--- config.mk ---
export PLATFORM = sky130hd
export DESIGN_NAME = icmp_reply_matcher
export DESIGN_NICKNAME = d
export VERILOG_FILES = /design/src/icmp_rm_pkg.sv /design/src/icmp_reply_matcher.sv
export SDC_FILE = /design/constraint.sdc
export NUM_CORES = 1
export LEC_CHECK = 0
export ABC_AREA = 1
export BUFFER_PORTS_ARGS = -buffer_cell sky130_fd_sc_hd__clkbuf_2
export CORE_ASPECT_RATIO = 1.5
export CORE_MARGIN = 8
export CORE_UTILIZATION = 45
export DETAILED_ROUTE_END_ITERATION = 10
export GPL_ROUTABILITY_DRIVEN = 0
export HOLD_SLACK_MARGIN = 0.12
export PLACE_DENSITY = 0.67
export SYNTH_ARGS = -nofsm -noshare
export SYNTH_HDL_FRONTEND = slang
export SYNTH_SLANG_ARGS = --single-unit
--- constraint.sdc ---
create_clock -name clk -period 4.6 [get_ports clk]
set_clock_uncertainty 0.1 [all_clocks]
set_input_delay 0.46 -clock clk [delete_from_list [all_inputs] [get_ports clk]]
set_output_delay 0.46 -clock clk [all_outputs]
set_load 0.1 [all_outputs]
--- src/icmp_rm_pkg.sv ---
// ----------------------------------------------------------------------------
// ICMP reply matcher package
// Shared constants and types for the byte-serial ICMP reply matcher.
// ----------------------------------------------------------------------------
package icmp_rm_pkg;

    localparam int BYTE_W     = 8;
    localparam int ADDR_W     = 32;
    localparam int ID_W       = 16;
    localparam int POS_W      = 8;
    localparam int IHL_W      = 4;
    localparam int SEEN_W     = 3;
    localparam int CFG_ADDR_W = 3;
    localparam int CFG_DATA_W = 32;
    localparam int OUT_DATA_W = ADDR_W + BYTE_W;
    localparam int OUT_USER_W = 2;

    // ICMP type codes
    localparam logic [BYTE_W-1:0] ICMP_ECHO_REPLY    = 8'd0;
    localparam logic [BYTE_W-1:0] ICMP_TIME_EXCEEDED = 8'd11;

    // bytes between the time-exceeded header and the quoted IP header
    localparam logic [POS_W-1:0] EMBED_SKIP = 8'd8;

    // configuration register indexes (paddr[2])
    localparam logic REG_EXPECTED_ID  = 1'b0;
    localparam logic REG_EXPECTED_SEQ = 1'b1;

    // fields_seen bits
    localparam int SEEN_TYPE  = 0;
    localparam int SEEN_START = 1;
    localparam int SEEN_SEQ   = 2;

    // tuser bit positions of a result
    localparam int USER_MATCHED   = 0;
    localparam int USER_TRUNCATED = 1;

    typedef struct packed {
        logic [BYTE_W-1:0] reply_type;
        logic [ADDR_W-1:0] source_address;
    } result_data_t;

    typedef struct packed {
        logic truncated;
        logic matched;
    } result_flags_t;

endpackage

--- src/icmp_reply_matcher.sv ---
// ----------------------------------------------------------------------------
// ICMP reply matcher
// Parses a received IPv4 packet one byte per cycle (tlast may stall), checks
// the echo or quoted ICMP id and sequence against the configured values.
// ----------------------------------------------------------------------------
// Usage:
//   s_axis: one packet byte per request, IP header first; tlast marks the
//           final byte of the packet. Bytes flow one per cycle but may stall.
//   m_axis: one result per packet, issued for the tlast byte.
//           tdata = {reply_type, source_address}, tuser = {truncated, matched}.
//   APB:    expected_id at 0x0, expected_seq at 0x4, 16 bits each, wire order
//           (first wire byte in bits 15:8). Write only while no packet is open.
// Path: a byte is held in the input register and folded into the packet
//   state there; the result of a tlast byte goes from there into the
//   result register, which drives m_axis_tvalid, once the result slot
//   is free. Throughput: one byte per cycle while no tlast byte waits
//   on a full result slot.
// Reset: clears the packet state, both expected values and both valid flags.
// Stall: while a result waits on m_axis_tready, non-final bytes keep flowing;
//   a tlast byte holds in the input register until the result slot frees,
//   and s_axis_tready is low only while such a byte waits.
// ----------------------------------------------------------------------------
module icmp_reply_matcher
(
    input  logic                                  clk,
    input  logic                                  rst_n,
    // packet bytes
    input  logic                                  s_axis_tvalid,
    output logic                                  s_axis_tready,
    input  logic [icmp_rm_pkg::BYTE_W-1:0]        s_axis_tdata,  // [7:0] byte_value
    input  logic                                  s_axis_tlast,  // last_byte
    // results
    output logic                                  m_axis_tvalid,
    input  logic                                  m_axis_tready,
    output logic [icmp_rm_pkg::OUT_DATA_W-1:0]    m_axis_tdata,  // [31:0] source_address,
                                                                  // [39:32] reply_type
    output logic [icmp_rm_pkg::OUT_USER_W-1:0]    m_axis_tuser,  // [0] matched, [1] truncated
    // configuration
    input  logic                                  psel,
    input  logic                                  penable,
    input  logic                                  pwrite,
    input  logic [icmp_rm_pkg::CFG_ADDR_W-1:0]    paddr,
    input  logic [icmp_rm_pkg::CFG_DATA_W-1:0]    pwdata,
    output logic [icmp_rm_pkg::CFG_DATA_W-1:0]    prdata,
    output logic                                  pready
);

    // ------------------------------------------------------------------
    // Configuration registers
    // ------------------------------------------------------------------
    logic [icmp_rm_pkg::ID_W-1:0] exp_id_reg;
    logic [icmp_rm_pkg::ID_W-1:0] exp_seq_reg;
    logic                         cfg_wr;

    assign pready = 1'b1;
    assign cfg_wr = psel && penable && pwrite;

    always_ff @(posedge clk or negedge rst_n)
    begin
        if (!rst_n)
        begin
            exp_id_reg  <= '0;
            exp_seq_reg <= '0;
        end
        else if (cfg_wr)
        begin
            case (paddr[2])
                icmp_rm_pkg::REG_EXPECTED_ID:  exp_id_reg  <= pwdata[icmp_rm_pkg::ID_W-1:0];
                icmp_rm_pkg::REG_EXPECTED_SEQ: exp_seq_reg <= pwdata[icmp_rm_pkg::ID_W-1:0];
                default: ;
            endcase
        end
    end

    always_comb
    begin
        case (paddr[2])
            icmp_rm_pkg::REG_EXPECTED_ID:
                prdata = {{(icmp_rm_pkg::CFG_DATA_W-icmp_rm_pkg::ID_W){1'b0}}, exp_id_reg};
            icmp_rm_pkg::REG_EXPECTED_SEQ:
                prdata = {{(icmp_rm_pkg::CFG_DATA_W-icmp_rm_pkg::ID_W){1'b0}}, exp_seq_reg};
            default:
                prdata = '0;
        endcase
    end

    // ------------------------------------------------------------------
    // Input register and handshake
    // ------------------------------------------------------------------
    logic                           in_valid_reg;
    logic [icmp_rm_pkg::BYTE_W-1:0] in_byte_reg;
    logic                           in_last_reg;
    logic                           out_free;
    logic                           advance;
    logic                           emit;

    // A byte advances unless it would produce a result into a full slot.
    assign out_free      = !m_axis_tvalid || m_axis_tready;
    assign advance       = in_valid_reg && (!in_last_reg || out_free);
    assign emit          = advance && in_last_reg;
    assign s_axis_tready = !in_valid_reg || advance;

    always_ff @(posedge clk or negedge rst_n)
    begin
        if (!rst_n)
            in_valid_reg <= 1'b0;
        else if (s_axis_tready)
            in_valid_reg <= s_axis_tvalid;
    end

    always_ff @(posedge clk)
    begin
        if (s_axis_tready && s_axis_tvalid)
        begin
            in_byte_reg <= s_axis_tdata;
            in_last_reg <= s_axis_tlast;
        end
    end

    // ------------------------------------------------------------------
    // Packet state
    // ------------------------------------------------------------------
    logic [icmp_rm_pkg::POS_W-1:0]  pos_reg,    pos_next;
    logic [icmp_rm_pkg::IHL_W-1:0]  ihl_reg,    ihl_next;
    logic [icmp_rm_pkg::BYTE_W-1:0] otype_reg,  otype_next;
    logic [icmp_rm_pkg::POS_W-1:0]  qstart_reg, qstart_next;
    logic [icmp_rm_pkg::ADDR_W-1:0] src_reg,    src_next;
    logic [icmp_rm_pkg::ID_W-1:0]   ident_reg,  ident_next;
    logic [icmp_rm_pkg::ID_W-1:0]   seq_reg,    seq_next;
    logic [icmp_rm_pkg::BYTE_W-1:0] ftype_reg,  ftype_next;
    logic [icmp_rm_pkg::SEEN_W-1:0] seen_reg,   seen_next;

    logic [icmp_rm_pkg::BYTE_W-1:0] b;
    logic [icmp_rm_pkg::POS_W-1:0]  ostart;
    logic                           type_hit;
    logic                           te_hit;
    logic [icmp_rm_pkg::POS_W:0]    p9;
    logic [icmp_rm_pkg::POS_W:0]    s9;
    logic                           accepted;
    logic                           complete;
    logic                           match;

    assign b  = in_byte_reg;
    assign p9 = {1'b0, pos_reg};

    always_comb
    begin
        ihl_next    = ihl_reg;
        src_next    = src_reg;
        otype_next  = otype_reg;
        qstart_next = qstart_reg;
        ident_next  = ident_reg;
        seq_next    = seq_reg;
        ftype_next  = ftype_reg;
        seen_next   = seen_reg;

        // outer header length and source address
        if (pos_reg == '0)
            ihl_next = b[icmp_rm_pkg::IHL_W-1:0];
        if (pos_reg >= 8'd12 && pos_reg <= 8'd15)
            src_next = {src_reg[icmp_rm_pkg::ADDR_W-icmp_rm_pkg::BYTE_W-1:0], b};

        // outer ICMP type at 4*IHL
        ostart   = {2'b00, ihl_next, 2'b00};
        type_hit = !seen_reg[icmp_rm_pkg::SEEN_TYPE] && (pos_reg == ostart);
        if (type_hit)
        begin
            otype_next = b;
            seen_next[icmp_rm_pkg::SEEN_TYPE] = 1'b1;
            if (b == icmp_rm_pkg::ICMP_ECHO_REPLY)
            begin
                qstart_next = ostart;
                seen_next[icmp_rm_pkg::SEEN_START] = 1'b1;
            end
        end

        // time exceeded: quoted IP header length gives the quoted ICMP start
        te_hit = seen_next[icmp_rm_pkg::SEEN_TYPE]
              && (otype_next == icmp_rm_pkg::ICMP_TIME_EXCEEDED)
              && !seen_next[icmp_rm_pkg::SEEN_START]
              && (pos_reg == ostart + icmp_rm_pkg::EMBED_SKIP);
        if (te_hit)
        begin
            qstart_next = pos_reg + {2'b00, b[icmp_rm_pkg::IHL_W-1:0], 2'b00};
            seen_next[icmp_rm_pkg::SEEN_START] = 1'b1;
        end

        // checked ICMP header: type, id, sequence (compared without wrap)
        s9 = {1'b0, qstart_next};
        if (seen_next[icmp_rm_pkg::SEEN_START])
        begin
            if (p9 == s9)
                ftype_next = b;
            if (p9 == s9 + 9'd4)
                ident_next[15:8] = b;
            if (p9 == s9 + 9'd5)
                ident_next[7:0] = b;
            if (p9 == s9 + 9'd6)
                seq_next[15:8] = b;
            if (p9 == s9 + 9'd7)
            begin
                seq_next[7:0] = b;
                seen_next[icmp_rm_pkg::SEEN_SEQ] = 1'b1;
            end
        end

        // saturating byte counter
        pos_next = (pos_reg == '1) ? pos_reg : pos_reg + 8'd1;

        // verdict for the final byte
        accepted = seen_next[icmp_rm_pkg::SEEN_TYPE]
                && (otype_next == icmp_rm_pkg::ICMP_ECHO_REPLY
                 || otype_next == icmp_rm_pkg::ICMP_TIME_EXCEEDED);
        complete = (pos_reg >= 8'd15) && seen_next[icmp_rm_pkg::SEEN_TYPE]
                && (!accepted || seen_next[icmp_rm_pkg::SEEN_SEQ]);
        match    = complete && accepted
                && (ident_next == exp_id_reg) && (seq_next == exp_seq_reg);
    end

    // Advance the state per byte; drop it all after the final byte.
    always_ff @(posedge clk or negedge rst_n)
    begin
        if (!rst_n)
        begin
            pos_reg    <= '0;
            ihl_reg    <= '0;
            otype_reg  <= '0;
            qstart_reg <= '0;
            src_reg    <= '0;
            ident_reg  <= '0;
            seq_reg    <= '0;
            ftype_reg  <= '0;
            seen_reg   <= '0;
        end
        else if (advance)
        begin
            if (in_last_reg)
            begin
                pos_reg    <= '0;
                ihl_reg    <= '0;
                otype_reg  <= '0;
                qstart_reg <= '0;
                src_reg    <= '0;
                ident_reg  <= '0;
                seq_reg    <= '0;
                ftype_reg  <= '0;
                seen_reg   <= '0;
            end
            else
            begin
                pos_reg    <= pos_next;
                ihl_reg    <= ihl_next;
                otype_reg  <= otype_next;
                qstart_reg <= qstart_next;
                src_reg    <= src_next;
                ident_reg  <= ident_next;
                seq_reg    <= seq_next;
                ftype_reg  <= ftype_next;
                seen_reg   <= seen_next;
            end
        end
    end

    // ------------------------------------------------------------------
    // Result register
    // ------------------------------------------------------------------
    logic                        out_valid_reg, out_valid_next;
    icmp_rm_pkg::result_data_t   out_data_reg;
    icmp_rm_pkg::result_flags_t  out_flags_reg;

    always_comb
    begin
        if (emit)
            out_valid_next = 1'b1;
        else if (m_axis_tready)
            out_valid_next = 1'b0;
        else
            out_valid_next = out_valid_reg;
    end

    always_ff @(posedge clk or negedge rst_n)
    begin
        if (!rst_n)
            out_valid_reg <= 1'b0;
        else
            out_valid_reg <= out_valid_next;
    end

    always_ff @(posedge clk)
    begin
        if (emit)
        begin
            out_data_reg.source_address <= src_next;
            out_data_reg.reply_type     <= match ? ftype_next : '0;
            out_flags_reg.matched       <= match;
            out_flags_reg.truncated     <= !complete;
        end
    end

    assign m_axis_tvalid = out_valid_reg;
    assign m_axis_tdata  = out_data_reg;
    assign m_axis_tuser  = out_flags_reg;

endmodule

; ---- Yosys cells after proc, flatten, opt, wreduce, memory -nomap -nowiden
; Cells that the tools add are included.
; Widths: inputs -> output; s select.
[word_totals]
regBits = 188
out_inout_bits = 77
wordCells = 109
[op_classes]
addsub = 7
n_lt_le_gt_ge = 3
n_eq_ne = 12
mux = 32
bitwise_logic = 1
reduce_logical = 35
[ops]
columns = op, count
row1 = $mux 8, 15
row2 = $mux 16, 4
row3 = $mux 32, 2
row4 = $pmux 32 s2, 1
row5 = $add 8x3->9 const B, 4
row6 = $eq 8x9->1, 4
row7 = $eq 16x16->1, 2
row8 = $logic_not 8->1, 3
row9 = $ge 8x4->1 const B, 2
row10 = $logic_and 1x1->1, 16
row11 = $add 8x1->8 const B, 1
row12 = $add 8x6->8, 1
row13 = $eq 8x4->1 const B, 1
row14 = $eq 8x6->1, 1
row15 = $eq 8x7->1, 1
row16 = $eq 8x8->1, 1
row17 = $eq 8x8->1 const B, 1
row18 = $le 8x4->1 const B, 1
row19 = $mux 4, 2
row20 = $add 6x4->7 const B, 1
row21 = $logic_not 1->1, 7
row22 = $mux 1, 6
row23 = $reduce_and 2->1, 3
row24 = $logic_or 1x1->1, 5
row25 = 5 further kinds, 5

; ---- Longest topological paths before layout
[logic_depth]
word_depth = 19
depth_mapped = 38
ltp_nobuf = 37

; ---- Worst setup path before layout
; OpenSTA, ideal clock, no wires.
[synth_timing]
kind = register -> register
startpoint = register pos_reg[1] in the netlist's numbering
endpoint = register out_data_reg (netlist bit m_axis_tdata[32]), data pin
arrival_ps = 4339
required_ps = 4364
path_slack_ps = 24
stages_incl_launch_ff = 35
n_path_buf = 1
period_less_slack_ps = 4576
path_cell_list = dfrtp_1 > inv_1 > ha_1 > nand2_2 > o21ai_1 > nand2_2 > ha_1 > o21ai_0 > a211oi_1 > nand4_1 > nor2_1 > nand3_1 > nor2_4 > buf_6 > nand4_1 > nand2_4 > ha_1 > xnor2_1 > nor2_1 > nand2_1 > nor2_1 > nand2_1 > nor2_2 > nand2_1 > nand2_1 > nand3_1 > nand2_1 > nand2_1 > inv_1 > nand2_1 > nor2_1 > nand2_1 > nor2_2 > nand2_4 > nor2_2
[synth_via]
elab_chain_cells = 19
[synth_lines]
columns = element, line
row1 = "start, declared", icmp_reply_matcher.sv:123  ; logic [icmp_rm_pkg::POS_W-1:0] pos_reg, pos_next;
row2 = "start signal, assigned", icmp_reply_matcher.sv:251  ; pos_reg <= pos_next;
row3 = branches (longest 19 deep; another with $add 8x3->9), n/a
row4 = "end, declared", icmp_reply_matcher.sv:268  ; icmp_rm_pkg::result_data_t out_data_reg;
; Several ways; the timed one is not identified.
; A chain may end at the register's enable or synchronous reset.

; ---- Final worst setup path
[layout_timing]
startpoint = register pos_reg[0] in the netlist's numbering
endpoint = register out_data_reg (netlist bit m_axis_tdata[36]), data pin
; Same word-level chain as after synthesis.

==> results.md <==
Yosys:
- The synthesized netlist cell count is 1464.
- In the synthesized netlist, the cells that appear most often are nand2_1 (403), inv_1 (223), dfrtp_1 (137), o21ai_0 (131), nand3_1 (123).
- The post-synthesis cell type with the largest combined area is dfrtp_1.
- The sequential share of the synthesized area is 0.4435.
- The number of distinct library cell variants in the gate-level netlist after synthesis is 41.
- Ranked by total cell area, the synthesized netlist is headed by dfrtp_1 (31%), edfxtp_1 (14%), nand2_1 (14%), inv_1 (7.5%), o21ai_0 (5.9%).
- In the synthesized netlist the async set-or-reset flop fraction comes to 0.7287.
- Of the post-synthesis cell area, the dominant cell type holds 0.3065.
- Yosys printed 0 warnings.
- The cell area that synthesis handed to floorplanning was 11180 um2.
- Among all flip-flop cells after synthesis, the most frequent one is dfrtp_1.
- The total of flip-flops plus latches after synthesis is 188.
- The average instance in the mapped netlist occupies around 7.6 um2.
- The synthesized design contains 51 enable-type register cells.
- The cell with the most instances after synthesis is nand2_1.

GRT:
- The global-route wire length before repair is between 50 and 60 mm.
- Entering global routing, the biggest net connects 83 pins.
- The number of antenna violations at the first check in global routing was 0.
- The total overflow left after global routing is 0.
- Across every metal layer, demand over resource in global routing totals 0.2328.
- The number of global-route vias before repair is 10781.

Placed design:
- The placed wire-length estimate is 24.88 mm.
- During placement, the flow inserted port buffers numbering 92.
- The post-placement setup slack is -0.4230 ns.
- Summing all placed instances gives a cell area of 13050 um2.

Clock tree:
- For the worst-skew pair, the clock arrives at the later sink with an insertion delay of 0.46 ns.
- The clock tree from TritonCTS is yes.
- The clock net in this run drives a total of approximately 190 sinks.
- The root buffer cell is clkbuf_16.
- The TritonCTS buffer count is 17.
- The H-tree depth is 4.
- The maximum clock path buffer count is 2.
- After clock tree synthesis, the clock-pin slew on the worst setup and hold paths is about 0.080 ns.

Timing:
- For this run, the top clock speed supported by timing is 204.2 MHz.
- The final-report hold violation count was 0.
- Headroom to the max-slew limit came out at 0.3216.
- Setup repair after global routing could not meet its margin everywhere.
- Setup violations remaining at the end of the flow were counted as 9.
- The worst hold slack across all endpoints is 0.1559 ns.
- The count of pins over their slew limit was 0.
- Counting I/O delays and the setup requirement, the final critical path takes 4.898 ns.
- The setup slack of the critical path after layout is -0.2975 ns.
- For the pin with the worst max-slew slack, the measured transition is roughly 1 ns.
- Of the available clock period, the critical path in the final layout requires 1.065.

Floorplanning:
- The die area is 30260 um2.
- The standard-cell row count is 70.
- The I/O pin count is approximately 130.
- The initial cell density of the core is 0.4577.
- The die is 144.7 um wide.
- The area of the core is 24440 um2.
- The floorplan step set the die height to 209.1 um.

Drt:
- The met1 wire length is approximately 13 mm.
- In the final routed layout, each cell accounts on average for roughly 17 um.
- The DRC violation count after routing is 0.
- After detailed routing, the met2 layer carries 17.52 mm of wire.
- The DRC violation total after the first TritonRoute iteration is 852.
- The first-pass detailed-route iteration total is 6.
- The wire length on met3 is 1.656 mm.
- The routed layout has 10916 vias.
- In this run the remaining antenna-violating nets after routing total 0.
- The total length of routed wires is 34.63 mm.
- Dividing the detail-routed via count by the number of cells gives about 5.3.
- The highest routed metal layer is met4.

Layout:
- Of the cells placed in the final design, the portion with a size suffix greater than 1 is 0.2834.
- The final instance area is between 10000 and 15000 um2.
- The area growth from synthesis to layout is 29.74%.
- The flip-flop count of the largest register, all copies and words added is 40.
- Once layout is complete, the utilization of the core stands at 0.5938.
- The number of nets in the final layout is between 1500 and 2000.
- 0 antenna diodes ended up in the layout.

Hold path:
- The hold path startpoint is pwdata[11].
- The class of the tightest hold or removal check is primary input to flop.
- For hold timing, the worst endpoint is exp_seq_reg[11].
- The worst hold path stage count is 3.

Critical path:
- The cell occurring most often along the worst timing path is nand2_1.
- The critical path is of the flop to flop type.
- The delay of the slowest cell on the worst path is 0.40 ns.
- The required time of the critical path is roughly 4.7 ns.
- The cell with the largest stage delay on the worst path is dfrtp_1.
- The depth of the most critical reg-to-reg path is 38.
- For the worst setup path, the data arrival time is 4.99 ns.
- In this run the worst setup path begins at pos_reg[0].
- Of all nets on the critical path, the largest fanout is 8.
- The capture point of the worst reg-to-reg path is m_axis_tdata[36].
- In this run the register-to-register setup slack is -0.30 ns.
- In this run the critical register-to-register path is launched from pos_reg[0].
- STA classifies the critical path endpoint as a flop.
- STA classifies the critical path startpoint as a flop.

Status:
- The final reports fail on negative setup slack.
- The run finished, with violations left.

Flow run:
- Across the run, the number of max-cap violations was 0.

Pwr:
- For this design the ratio of total power to cell area is 553.5 nW/um2.
- The worst-case IR drop observed on VDD is between 0.3 and 0.4 mV.
- The leakage power is 7.367 nW.
-- worst max-delay path by stage --
stage	slack (ns)	cells past startpoint	endpoint
after floorplan	0.02	34	m_axis_tdata[32]
after global placement	-0.34	32	m_axis_tdata[33]
after detailed placement	-0.42	32	m_axis_tdata[39]
after CTS	-0.20	32	m_axis_tdata[39]
after global routing	-0.66	37	m_axis_tdata[36]
final	-0.30	38	m_axis_tdata[36]
-- what timing repair did --
item | 4_1_cts | 5_1_grt
hold endpoints to repair | 72 | 0
endpoints found under the setup margin | 9 | 10
gates resized for setup | 52 | 67
cloned | 2 | 1
hold buffers | 10 | 0
pin swaps | 53 | 67
setup buffers | 13 | 16
-- worst max-delay path, delay by kind of cell (launching register included) --
kind	cells	cell delay, ns
compound gates	1	0.14
simple gates	26	2.57
buf+inv	8	0.92
flops	1	0.40
xor+xnor	1	0.13
fa+ha+maj	2	0.39
-- final cells by class --
class	count	area (um2)
clock buffers	17	425.4
clock inverters	15	177.7
inverters	234	878.3
well taps	324	405.4
fillers	2143	9926
repair buffers	293	2146
multi-input cells	996	5518
flip-flops and latches	188	4960
-- layout by cell type, fill, tap and decap left out, drive strengths merged, types with 51 or more instances in the layout --
cell / instances
nand2: 447
inv: 237
buf: 192
o21ai: 138
dfrtp: 137
nand3: 132
clkbuf: 108
nor2: 86
o22ai: 66
edfxtp: 51
-- stage by stage --
| stage | cells | TNS (ns) | total power [mW] |
|---|---|---|---|
| 2_1_floorplan | 1479 | 0 | 4.339 |
| 3_3_place_gp | 1994 | -3.008 | 5.718 |
| 3_5_place_dp | 1994 | -3.588 | 5.772 |
| 4_1_cts | 2051 | -1.462 | 7.615 |
| 5_1_grt | 2067 | -5.730 | 8.484 |
| 6_report | 2067 | -2.415 | 8.031 |
-- logic make-up (layout without fill, tap and decap cells) --
logic type | after synthesis | after routing | share of synthesized area
AOI/OAI and AO/OA | 227 | 227 | 0.1116
adders and majority gates | 11 | 11 | 0.01298
other | 2 | 17 | 0.0006715
xor gates and xnor gates | 9 | 9 | 0.007720
buffers and inverters | 297 | 559 | 0.1103
DFF | 188 | 188 | 0.4435
and+or+nand+nor | 730 | 732 | 0.3132
-- report_power, final --
part           total (mW)  switching (mW)  internal [mW]
Sequential           1.99           0.122           1.87
Clock                1.54           0.758          0.779
Combinational        4.50            2.74           1.76
Total                8.03            3.62           4.41
-- routing by layer --
layer  vias up  GRT usage
li1       5274          -
met1      5077     0.2556
met2       427     0.4001
met3       138    0.03423
met4         0     0.1657
met5         -          0
(Power assumes the default switching activity.)
